===== src/hw/rtl/clnw_pkg.sv =====
`default_nettype none
package clnw_pkg;

  localparam logic [2:0] REQ_CMD    = 3'd0;
  localparam logic [2:0] REQ_DATA   = 3'd1;
  localparam logic [2:0] REQ_CURSOR = 3'd2;
  localparam logic [2:0] REQ_INIT   = 3'd3;
  localparam logic [2:0] REQ_CLEAR  = 3'd4;

  localparam logic [14:0] HOLD_STROBE = 15'd1;
  localparam logic [14:0] HOLD_HI_GAP = 15'd200;
  localparam logic [14:0] HOLD_LO_GAP = 15'd2000;
  localparam logic [14:0] HOLD_POWER  = 15'd20000;
  localparam logic [14:0] HOLD_TAIL   = 15'd2000;

  localparam logic [2:0] INIT_LAST   = 3'd5;
  localparam logic [7:0] CURSOR_BASE = 8'h80;
  localparam logic [7:0] CMD_CLEAR   = 8'h01;
  localparam logic [3:0] TAIL_NIBBLE = 4'h1;
  localparam logic [3:0] LEAD_NIBBLE = 4'h0;

  typedef enum logic [1:0] {
    ST_IDLE,
    ST_LEAD,
    ST_BYTE,
    ST_TAIL
  } state_t;

  typedef enum logic [1:0] {
    KIND_LEAD,
    KIND_BYTE,
    KIND_TAIL
  } kind_t;

  typedef struct packed {
    logic       load;
    logic       emit;
    kind_t      kind;
    logic [1:0] phase;
    logic [2:0] idx;
    logic       last;
  } clnw_cmd_t;

  typedef struct packed {
    logic slot_free;
  } clnw_sts_t;

  function automatic logic [7:0] init_byte(input logic [2:0] idx);
    logic [7:0] b;
    unique case (idx)
      3'd0: b = 8'h33;
      3'd1: b = 8'h32;
      3'd2: b = 8'h28;
      3'd3: b = 8'h0C;
      3'd4: b = 8'h06;
      default: b = 8'h01;
    endcase
    return b;
  endfunction

  function automatic logic [6:0] row_offset(input logic [1:0] row);
    logic [6:0] o;
    unique case (row)
      2'd0: o = 7'h00;
      2'd1: o = 7'h40;
      2'd2: o = 7'h14;
      default: o = 7'h54;
    endcase
    return o;
  endfunction

endpackage
`default_nettype wire


===== src/hw/rtl/char_lcd_nibble_writer_top.sv =====
// The first pin-state item is registered from the lead or byte state entered when
// the request is taken, once the output slot is free. Throughput: one item per cycle
// while out_tready is high; the next request is taken the cycle after the last item
// is registered; init adds lead and tail items, clear a tail item, unknown types none.
// Reset (rst_n low, synchronous) returns the sequencer to idle and drops out_tvalid.
`default_nettype none
module char_lcd_nibble_writer_top
  import clnw_pkg::*;
(
  input  wire logic        clk,
  input  wire logic        rst_n,
  input  wire logic        in_tvalid,
  output logic             in_tready,
  input  wire logic [15:0] in_tdata,   // byte_value[7:0], column[13:8], line[15:14]
  input  wire logic [2:0]  in_tuser,   // req_type[2:0]
  output logic             out_tvalid,
  input  wire logic        out_tready,
  output logic [23:0]      out_tdata,  // enable[0], nibble[4:1], hold_us[19:5], zero[23:20]
  output logic             out_tuser,  // reg_select[0]
  output logic             out_tlast
);

  clnw_cmd_t   cmd;
  clnw_sts_t   sts;
  logic        enable;
  logic [3:0]  nibble;
  logic [14:0] hold_us;

  clnw_ctrl u_ctrl (
    .clk       (clk),
    .rst_n     (rst_n),
    .in_tvalid (in_tvalid),
    .in_tuser  (in_tuser),
    .in_tready (in_tready),
    .sts       (sts),
    .cmd       (cmd)
  );

  clnw_dp u_dp (
    .clk        (clk),
    .rst_n      (rst_n),
    .req_type   (in_tuser),
    .byte_value (in_tdata[7:0]),
    .column     (in_tdata[13:8]),
    .line       (in_tdata[15:14]),
    .cmd        (cmd),
    .sts        (sts),
    .out_ready  (out_tready),
    .out_valid  (out_tvalid),
    .reg_select (out_tuser),
    .enable     (enable),
    .nibble     (nibble),
    .hold_us    (hold_us),
    .last       (out_tlast)
  );

  assign out_tdata = {4'b0000, hold_us, nibble, enable};

endmodule
`default_nettype wire


===== src/hw/rtl/clnw_ctrl.sv =====
`default_nettype none
module clnw_ctrl
  import clnw_pkg::*;
(
  input  wire logic      clk,
  input  wire logic      rst_n,
  input  wire logic      in_tvalid,
  input  wire logic [2:0] in_tuser,
  output logic           in_tready,
  input  clnw_sts_t      sts,
  output clnw_cmd_t      cmd
);

  state_t     state_r, state_nxt;
  logic [1:0] phase_r, phase_nxt;
  logic [2:0] idx_r, idx_nxt;
  logic [2:0] type_r, type_nxt;

  always_ff @(posedge clk) begin
    if (!rst_n) begin
      state_r <= ST_IDLE;
      phase_r <= 2'd0;
      idx_r   <= 3'd0;
      type_r  <= REQ_CMD;
    end else begin
      state_r <= state_nxt;
      phase_r <= phase_nxt;
      idx_r   <= idx_nxt;
      type_r  <= type_nxt;
    end
  end

  always_comb begin
    state_nxt = state_r;
    phase_nxt = phase_r;
    idx_nxt   = idx_r;
    type_nxt  = type_r;
    in_tready = 1'b0;
    cmd       = '0;
    cmd.phase = phase_r;
    cmd.idx   = idx_r;
    unique case (state_r)
      ST_IDLE: begin
        in_tready = 1'b1;
        if (in_tvalid) begin
          cmd.load  = 1'b1;
          type_nxt  = in_tuser;
          phase_nxt = 2'd0;
          idx_nxt   = 3'd0;
          if (in_tuser == REQ_INIT) begin
            state_nxt = ST_LEAD;
          end else if (in_tuser <= REQ_CLEAR) begin
            state_nxt = ST_BYTE;
          end
        end
      end
      ST_LEAD: begin
        if (sts.slot_free) begin
          cmd.emit  = 1'b1;
          cmd.kind  = KIND_LEAD;
          state_nxt = ST_BYTE;
        end
      end
      ST_BYTE: begin
        if (sts.slot_free) begin
          cmd.emit  = 1'b1;
          cmd.kind  = KIND_BYTE;
          phase_nxt = phase_r + 2'd1;
          if (phase_r == 2'd3) begin
            if (type_r == REQ_INIT && idx_r != INIT_LAST) begin
              idx_nxt = idx_r + 3'd1;
            end else if (type_r == REQ_INIT || type_r == REQ_CLEAR) begin
              state_nxt = ST_TAIL;
            end else begin
              cmd.last  = 1'b1;
              state_nxt = ST_IDLE;
            end
          end
        end
      end
      ST_TAIL: begin
        if (sts.slot_free) begin
          cmd.emit  = 1'b1;
          cmd.kind  = KIND_TAIL;
          cmd.last  = 1'b1;
          state_nxt = ST_IDLE;
        end
      end
      default: state_nxt = ST_IDLE;
    endcase
  end

endmodule
`default_nettype wire


===== src/hw/rtl/clnw_dp.sv =====
`default_nettype none
module clnw_dp
  import clnw_pkg::*;
(
  input  wire logic       clk,
  input  wire logic       rst_n,
  input  wire logic [2:0] req_type,
  input  wire logic [7:0] byte_value,
  input  wire logic [5:0] column,
  input  wire logic [1:0] line,
  input  clnw_cmd_t       cmd,
  output clnw_sts_t       sts,
  input  wire logic       out_ready,
  output logic            out_valid,
  output logic            reg_select,
  output logic            enable,
  output logic [3:0]      nibble,
  output logic [14:0]     hold_us,
  output logic            last
);

  logic [2:0]  type_r;
  logic [7:0]  bval_r;
  logic [5:0]  col_r;
  logic [1:0]  row_r;
  logic        valid_r, valid_nxt;
  logic        rs_r, en_r, last_r;
  logic [3:0]  nib_r;
  logic [14:0] hold_r;

  logic [6:0]  addr;
  logic [7:0]  cur_byte;
  logic        rs_nxt, en_nxt;
  logic [3:0]  nib_nxt;
  logic [14:0] hold_nxt;

  assign sts.slot_free = !valid_r || out_ready;

  assign addr = {1'b0, col_r} + row_offset(row_r);

  always_comb begin
    unique case (type_r)
      REQ_CMD, REQ_DATA: cur_byte = bval_r;
      REQ_CURSOR:        cur_byte = CURSOR_BASE | {1'b0, addr};
      REQ_INIT:          cur_byte = init_byte(cmd.idx);
      default:           cur_byte = CMD_CLEAR;
    endcase
  end

  always_comb begin
    rs_nxt   = 1'b0;
    en_nxt   = 1'b0;
    nib_nxt  = LEAD_NIBBLE;
    hold_nxt = HOLD_POWER;
    unique case (cmd.kind)
      KIND_BYTE: begin
        rs_nxt  = (type_r == REQ_DATA);
        en_nxt  = !cmd.phase[0];
        nib_nxt = cmd.phase[1] ? cur_byte[3:0] : cur_byte[7:4];
        unique case (cmd.phase)
          2'd1:    hold_nxt = HOLD_HI_GAP;
          2'd3:    hold_nxt = HOLD_LO_GAP;
          default: hold_nxt = HOLD_STROBE;
        endcase
      end
      KIND_TAIL: begin
        nib_nxt  = TAIL_NIBBLE;
        hold_nxt = HOLD_TAIL;
      end
      default: begin
        nib_nxt  = LEAD_NIBBLE;
        hold_nxt = HOLD_POWER;
      end
    endcase
  end

  always_comb begin
    valid_nxt = valid_r;
    if (cmd.emit) begin
      valid_nxt = 1'b1;
    end else if (out_ready) begin
      valid_nxt = 1'b0;
    end
  end

  always_ff @(posedge clk) begin
    if (!rst_n) begin
      valid_r <= 1'b0;
    end else begin
      valid_r <= valid_nxt;
    end
  end

  always_ff @(posedge clk) begin
    if (cmd.load) begin
      type_r <= req_type;
      bval_r <= byte_value;
      col_r  <= column;
      row_r  <= line;
    end
    if (cmd.emit) begin
      rs_r   <= rs_nxt;
      en_r   <= en_nxt;
      nib_r  <= nib_nxt;
      hold_r <= hold_nxt;
      last_r <= cmd.last;
    end
  end

  assign out_valid  = valid_r;
  assign reg_select = rs_r;
  assign enable     = en_r;
  assign nibble     = nib_r;
  assign hold_us    = hold_r;
  assign last       = last_r;

endmodule
`default_nettype wire


===== config.mk =====
export PLATFORM = sky130hd
export DESIGN_NAME = char_lcd_nibble_writer_top
export DESIGN_NICKNAME = d
export VERILOG_FILES = /design/src/hw/rtl/clnw_pkg.sv /design/src/hw/rtl/char_lcd_nibble_writer_top.sv /design/src/hw/rtl/clnw_ctrl.sv /design/src/hw/rtl/clnw_dp.sv
export SDC_FILE = /design/constraint.sdc
export NUM_CORES = 1
export LEC_CHECK = 0
export ABC_AREA = 0
export BUFFER_PORTS_ARGS = -buffer_cell sky130_fd_sc_hd__buf_2
export CORE_ASPECT_RATIO = 1.25
export CORE_UTILIZATION = 45
export DETAILED_ROUTE_END_ITERATION = 6
export PLACE_DENSITY = 0.69
export SYNTH_ARGS = -nofsm -noshare
export SYNTH_HDL_FRONTEND = slang
export SYNTH_SLANG_ARGS = --single-unit

===== constraint.sdc =====
create_clock -name clk -period 5.38 [get_ports clk]
set_input_delay 0.538 -clock clk [delete_from_list [all_inputs] [get_ports clk]]
set_output_delay 0.538 -clock clk [all_outputs]
set_load 0.02 [all_outputs]

Word-level counts from Yosys, hierarchy flattened
Cells that the tools add are included.
{ "totals": {"elab_cells": 102, "in_bits": 23, "register_bits": 52} }
{ "op_classes": {"n_eq_ne": 28, "reduce_logical": 16, "magnitude_cmp": 1, "n_addsub": 3, "n_mux": 40} }
{ "op_table": {"columns": ["op", "n"], "rows": [
  ["15-bit case mux with 2 select lines", 1],
  ["6-bit case mux with 5 select lines", 1],
  ["8-bit case mux with 3 select lines", 1],
  ["2-bit 2-to-1 mux", 11],
  ["11-bit case mux with 2 select lines", 1],
  ["3-bit 2-to-1 mux", 7],
  ["7-bit case mux with 3 select lines", 1],
  ["3-bit by 2-bit == test with 1-bit output (second input constant)", 6],
  ["2-bit == test (second input constant)", 5],
  ["1-bit 2-to-1 mux", 10],
  ["2-bit inequality test (second input constant)", 5],
  ["3-bit case mux with 3 select lines", 1],
  ["2-bit by 1-bit == test with 1-bit output (second input constant)", 4],
  ["2-bit case mux with 4 select lines", 1],
  ["4-bit case mux with 2 select lines", 1],
  ["6-bit by 7-bit adder with 7-bit output", 1],
  ["7-bit AND reduction", 1],
  ["3-bit by 1-bit == test with 1-bit output (second input constant)", 2],
  ["3-bit == test (second input constant)", 2],
  ["3-bit logical NOT", 2],
  ["3-bit case mux with 2 select lines", 1],
  ["5-bit AND reduction", 1],
  ["2-bit logical NOT", 2],
  ["4-bit 2-to-1 mux", 1],
  ["15 further kinds", 19]
]} }

Logic depth before layout (Yosys ltp)
{ "logic_depth": {"depth_word": 7, "depth_mapped": 9, "depth_no_buf": 8} }

Modules after synthesis
A second synthesis with hierarchy kept.
{ "hier_totals": {"cells_unflattened": 195, "hier_area_um2": 2184.6} }
{ "by_module_without_submodules": {"columns": ["module", "area_per_inst_um2", "cells_each", "instances"], "rows": [
  ["clnw_dp", 1526.5, 114, 1],
  ["clnw_ctrl", 616.8, 75, 1],
  ["char_lcd_nibble_writer_top", 41.3, 6, 1]
]} }

Worst setup path after synthesis
Ideal clock, no wire load.
{ "synth_path": {"path_type": "input to register", "startpoint": "in out_tready", "endpoint": "reg u_dp.nib_r[2] (netlist: u_dp.nibble[2]), data pin", "path_stages": 6, "n_path_buf": 0, "slack_ps": 3439, "setup_ps": 190, "arrival_time_ps": 1751, "cell_sequence": "nand2b_1 nand3_1 inv_1 ha_1 nand2b_1 a2111oi_2"} }
{ "synth_between": {"elab_chain_cells": 5, "word_cells_on_any_way": 7} }
{ "synth_rtl": {"columns": ["item", "line", "rtl"], "rows": [
  ["start: declaration", "char_lcd_nibble_writer_top.sv:17", "input wire logic out_tready,"],
  ["1-bit logical OR (*)", "clnw_dp.sv:37", "assign sts.slot_free = !valid_r || out_ready;"],
  ["3-bit 2-to-1 mux (on tied branches)", "clnw_ctrl.sv:65, clnw_ctrl.sv:82", null],
  ["3-bit case mux with 3 select lines (*)", "clnw_ctrl.sv:42", "unique case (state_r)"],
  ["2-bit == test / 2-bit by 1-bit == test with 1-bit output (equally long branches)", "clnw_dp.sv:55", "unique case (cmd.kind)"],
  ["4-bit case mux with 2 select lines (*)", "clnw_dp.sv:55", null],
  ["via u_dp.nib_nxt[2]", "clnw_dp.sv:34", "logic [3:0] nib_nxt;"],
  ["end signal: assignment", "clnw_dp.sv:104", "nib_r <= nib_nxt;"],
  ["end: declaration", "clnw_dp.sv:28", "logic [3:0] nib_r;"]
]} }
The timed path passes the listed nets; every way through them passes the cells marked *.
A chain may end at the register's enable or synchronous reset.

Final worst setup path
{ "layout_path": {"startpoint": "reg u_dp.row_r[1]", "endpoint": "reg u_dp.nib_r[2] (netlist: u_dp.nibble[2]), data pin"} }
{ "layout_between": {"elab_chain_cells": 6, "word_cells_on_any_way": 8} }
{ "layout_rtl": {"columns": ["item", "line", "rtl"], "rows": [
  ["start: declaration", "clnw_dp.sv:25", "logic [1:0] row_r;"],
  ["start signal: assignment", "clnw_dp.sv:99", "row_r <= line;"],
  ["2-bit == test (tied with other cells)", "clnw_pkg.sv:63", "unique case (row)"],
  ["7-bit case mux with 3 select lines (*)", "clnw_pkg.sv:63", null],
  ["6-bit by 7-bit adder with 7-bit output (*)", "clnw_dp.sv:39", "assign addr = {1'b0, col_r} + row_offset(row_r);"],
  ["8-bit case mux with 3 select lines (*)", "clnw_dp.sv:42", "unique case (type_r)"],
  ["4-bit 2-to-1 mux (*)", "clnw_dp.sv:59", "nib_nxt = cmd.phase[1] ? cur_byte[3:0] : cur_byte[7:4];"],
  ["4-bit case mux with 2 select lines (*)", "clnw_dp.sv:55", null],
  ["via u_dp.nib_nxt[2]", "clnw_dp.sv:34", null]
]} }
Marks and branches as above.

==> results.py <==
metrics = {
    "outcome": {
        "status": "completed",
    },
    "power_and_ir_drop": {
        "power.total_mw": 0.7605,
        "power_density_mw_per_mm2": 306.5,
        "peakVddDrop_uv": 150.5,
        "leakagePower_nw": 0.9812,
    },
    "synth": {
        "synth_cell_types": 50,
        "synth_edf_count": 32,
        "synthesis.area_mm2": 0.002208,
        "synth.yosys.warnings": 0,
        "synthArstFlopShare": 0,
        "postSynthAreaPerCell_um2": 11.27,
        "ys_seq_area_frac": 0.5348,
        "postSynthRegisterBits": 43,
        "synth_ff_type": "sky130_fd_sc_hd__edfxtp_1",
        "synth_cells": 196,
    },
    "setup_path": {
        "cell_by_cell_listing_of_the_critical_path": "ha_1 > ha_1 > a21oi_2 > nor2b_2 > xnor2_1 > or3_1 > a2111oi_2",
        "worst-r2r-cell-count": 7,
        "critical_path.most_common_cell": "sky130_fd_sc_hd__ha_1",
        "worstPathArrival_ns": 2.13,
        "critical_path_peak_fanout": 2,
        "cp_slowest_cell": "sky130_fd_sc_hd__edfxtp_1",
        "worstPathRequired_ns": 5.47,
        "setup.worst_path.start_class": "flop",
        "endpoint_kind": "flop",
        "reg2reg_setup_slack_ns": 3.34,
        "worst_setup_path_endpoint": "u_dp.nibble[2]",
        "classification_of_the_worst_setup_path": "reg -> reg",
        "crit_start": "u_dp.row_r[1]",
        "timing.rr.start": "u_dp.row_r[1]",
        "worst_path_largest_cell_delay_ns": 0.41,
        "timing.rr.end": "u_dp.nibble[2]",
    },
    "drt": {
        "via_per_inst": 5.333,
        "antenna_violating_nets_post_route": 0,
        "wl_per_cell_um": 13.22,
        "wl_um": 3846,
        "drt_iter0_drc": 31,
        "drt_pass_1_iters": 6,
        "route.vias.total": 1552,
        "route.detailed.drc": 0,
    },
    "finish": {
        "mostFrequentLayoutCell": "sky130_fd_sc_hd__buf_2",
        "drive_above_1_share": 0.2424,
        "design.final.nets": 265,
        "flow.area_growth_from_synthesis_pct": 12.35,
        "num_antenna_cells": 0,
        "most-common-layout-cells": "sky130_fd_sc_hd__buf_2, sky130_fd_sc_hd__edfxtp_1, sky130_fd_sc_hd__nor2_1",
    },
    "clocking": {
        "cts.sinks": 43,
        "clk_root_buffer_cell": "sky130_fd_sc_hd__clkbuf_8",
        "insertion_delay_ns": 0.29,
        "clock_tree_from_tritoncts": "done",
        "clock_tree.htree_level_count": 2,
        "clock_pin_slew_on_the_worst_setup_and_hold_paths_ns": 0.08,
        "cts.hold.buffers_added": 0,
        "cts_inserted_buffers": 5,
        "cts_setup_buffers": 0,
        "cts.repair.resized": 0,
        "cts.path.max_buffers": 2,
    },
    "timing": {
        "fmaxAchievable_ghz": 0.4902,
        "finalMaxSlewViolations": 0,
        "hold-worst-slack_ns": 0.4116,
        "finalSetupViolCount": 0,
        "timing.final.hold_violations": 0,
        "period_minus_slack_ns": 2.040,
        "rsz_0062_raised_after_global_routing": "no",
        "finalClockSkew_ns": 0.004947,
        "worst-slew-pin-transition_ns": 1.051,
        "fin_setup_tns_ns": 0,
        "slew-limit-headroom": 0.2992,
        "timing.final.crit_share": 0.3792,
    },
    "worst_hold_path": {
        "worst_hold_path_type": "in -> reg",
        "hold-path-cell-count": 1,
    },
    "run": {
        "cap_violations": 0,
    },
    "floorplanning": {
        "start_util": 0.4669,
        "fp.dieArea_mm2": 0.005193,
        "chipWidth_um": 64.66,
        "floorplan.io_pins": 51,
        "core.rowCount": 28,
        "core_area_mm2": 0.004730,
        "die-height_um": 80.32,
    },
    "placed_design": {
        "dp_hpwl_um": 2864,
        "place.port_buffers": 42,
        "place_congestion": 0.8363,
    },
    "grt": {
        "grt_first_pass_wirelength_um": 6292,
        "grt_max_degree": 23,
        "globalRoute.totalOverflow": 0,
        "antenna_violations_before_repair": 0,
        "via_count_of_the_first_global_routing_pass": 1443,
        "global_route.usage.total": 0.1616,
    },
}
-- registers in the layout, summed over array words and instances (netlist names), 2 cells and up --
name            flops
u_ctrl.phase_r      2
u_dp.bval_r         8
u_ctrl.type_r       3
u_ctrl.state_r      2
u_dp.col_r          6
u_dp.nibble         4
u_dp.hold_us        6
u_ctrl.idx_r        3
u_dp.row_r          2
u_dp.type_r         3
-- cells by family (layout without fill, tap and decap cells) --
logic type	after synthesis	after routing	synth area share
muxes	5	5	0.02266
xor gates and xnor gates	3	3	0.01190
other	1	8	0.001698
and+or+nand+nor	53	53	0.1280
DFF	43	43	0.5348
adders and majority gates	12	12	0.06799
AOI/OAI and AO/OA	43	43	0.1428
buffers and inverters	36	64	0.09008
-- worst max-delay path, delay by kind of cell, from the launching register on --
| kind | cells | cell delay (ns) |
|---|---|---|
| flops | 1 | 0.41 |
| xor+xnor | 1 | 0.11 |
| compound gates | 2 | 0.49 |
| simple gates | 2 | 0.40 |
| fa+ha+maj | 2 | 0.44 |
-- cells in the mapped netlist, drive strengths merged (3+ instances only) --
cell type   n  share of area
clkbuf      3         0.0051
edfxtp     32           0.44
ha         12          0.068
nor2       15          0.025
nand2b      4          0.011
a221oi      3          0.012
buf        19          0.061
inv        14          0.024
nand2       5         0.0085
xnor2       3          0.012
o21ai       5          0.011
nand3       5          0.011
dfxtp      11           0.10
a2111oi     3          0.015
mux2i       5          0.023
a21oi      12          0.029
o31ai       3          0.010
nor3        7          0.018
nor2b       4          0.012
-- per-stage QoR --
step,setup slack (ns),std cells,util,instance area [µm²]
finish,3.340,291,0.5246,2481
global route,3.128,291,0.5246,2481
CTS,3.288,291,0.5246,2481
detailed placement,3.127,283,0.5019,2374
global placement,3.228,283,0.5019,2374
floorplan,3.439,203,-,2235
-- metal layers --
metal  up-vias  track usage  routed length, µm
met1       713       0.1725               1558
met3         7      0.04830                274
li1        767            -                  -
met5         -            0                  0
met2        65       0.2832               1930
met4         0      0.08667                 83
-- worst min path at each step --
stage / end / slack, ns / startpoint
3_3_place_gp: u_ctrl.type_r[2] / 0.49 / u_ctrl.type_r[2]
2_1_floorplan: u_ctrl.type_r[2] / 0.48 / u_ctrl.type_r[2]
6_report: u_dp.bval_r[2] / 0.41 / in_tdata[2]
5_1_grt: u_dp.col_r[4] / 0.40 / in_tdata[12]
3_5_place_dp: u_ctrl.type_r[2] / 0.51 / u_ctrl.type_r[2]
4_1_cts: u_dp.bval_r[2] / 0.40 / in_tdata[2]
-- where the power goes --
part / leakage [nW] / switching, mW / internal [mW]
combinational: 0.532 / 0.0726 / 0.0421
sequential: 0.394 / 0.0164 / 0.386
clock: 0.0556 / 0.108 / 0.136
-- layout make-up --
class	count	area (µm²)
fillers	458	2248
flip-flops and latches	43	1181
multi-input cells	124	854.6
repair buffers	42	210.2
well taps	60	75.07
clock buffers	5	68.82
inverters	14	52.55
clock inverters	3	38.79
(Power assumes the default switching activity.)
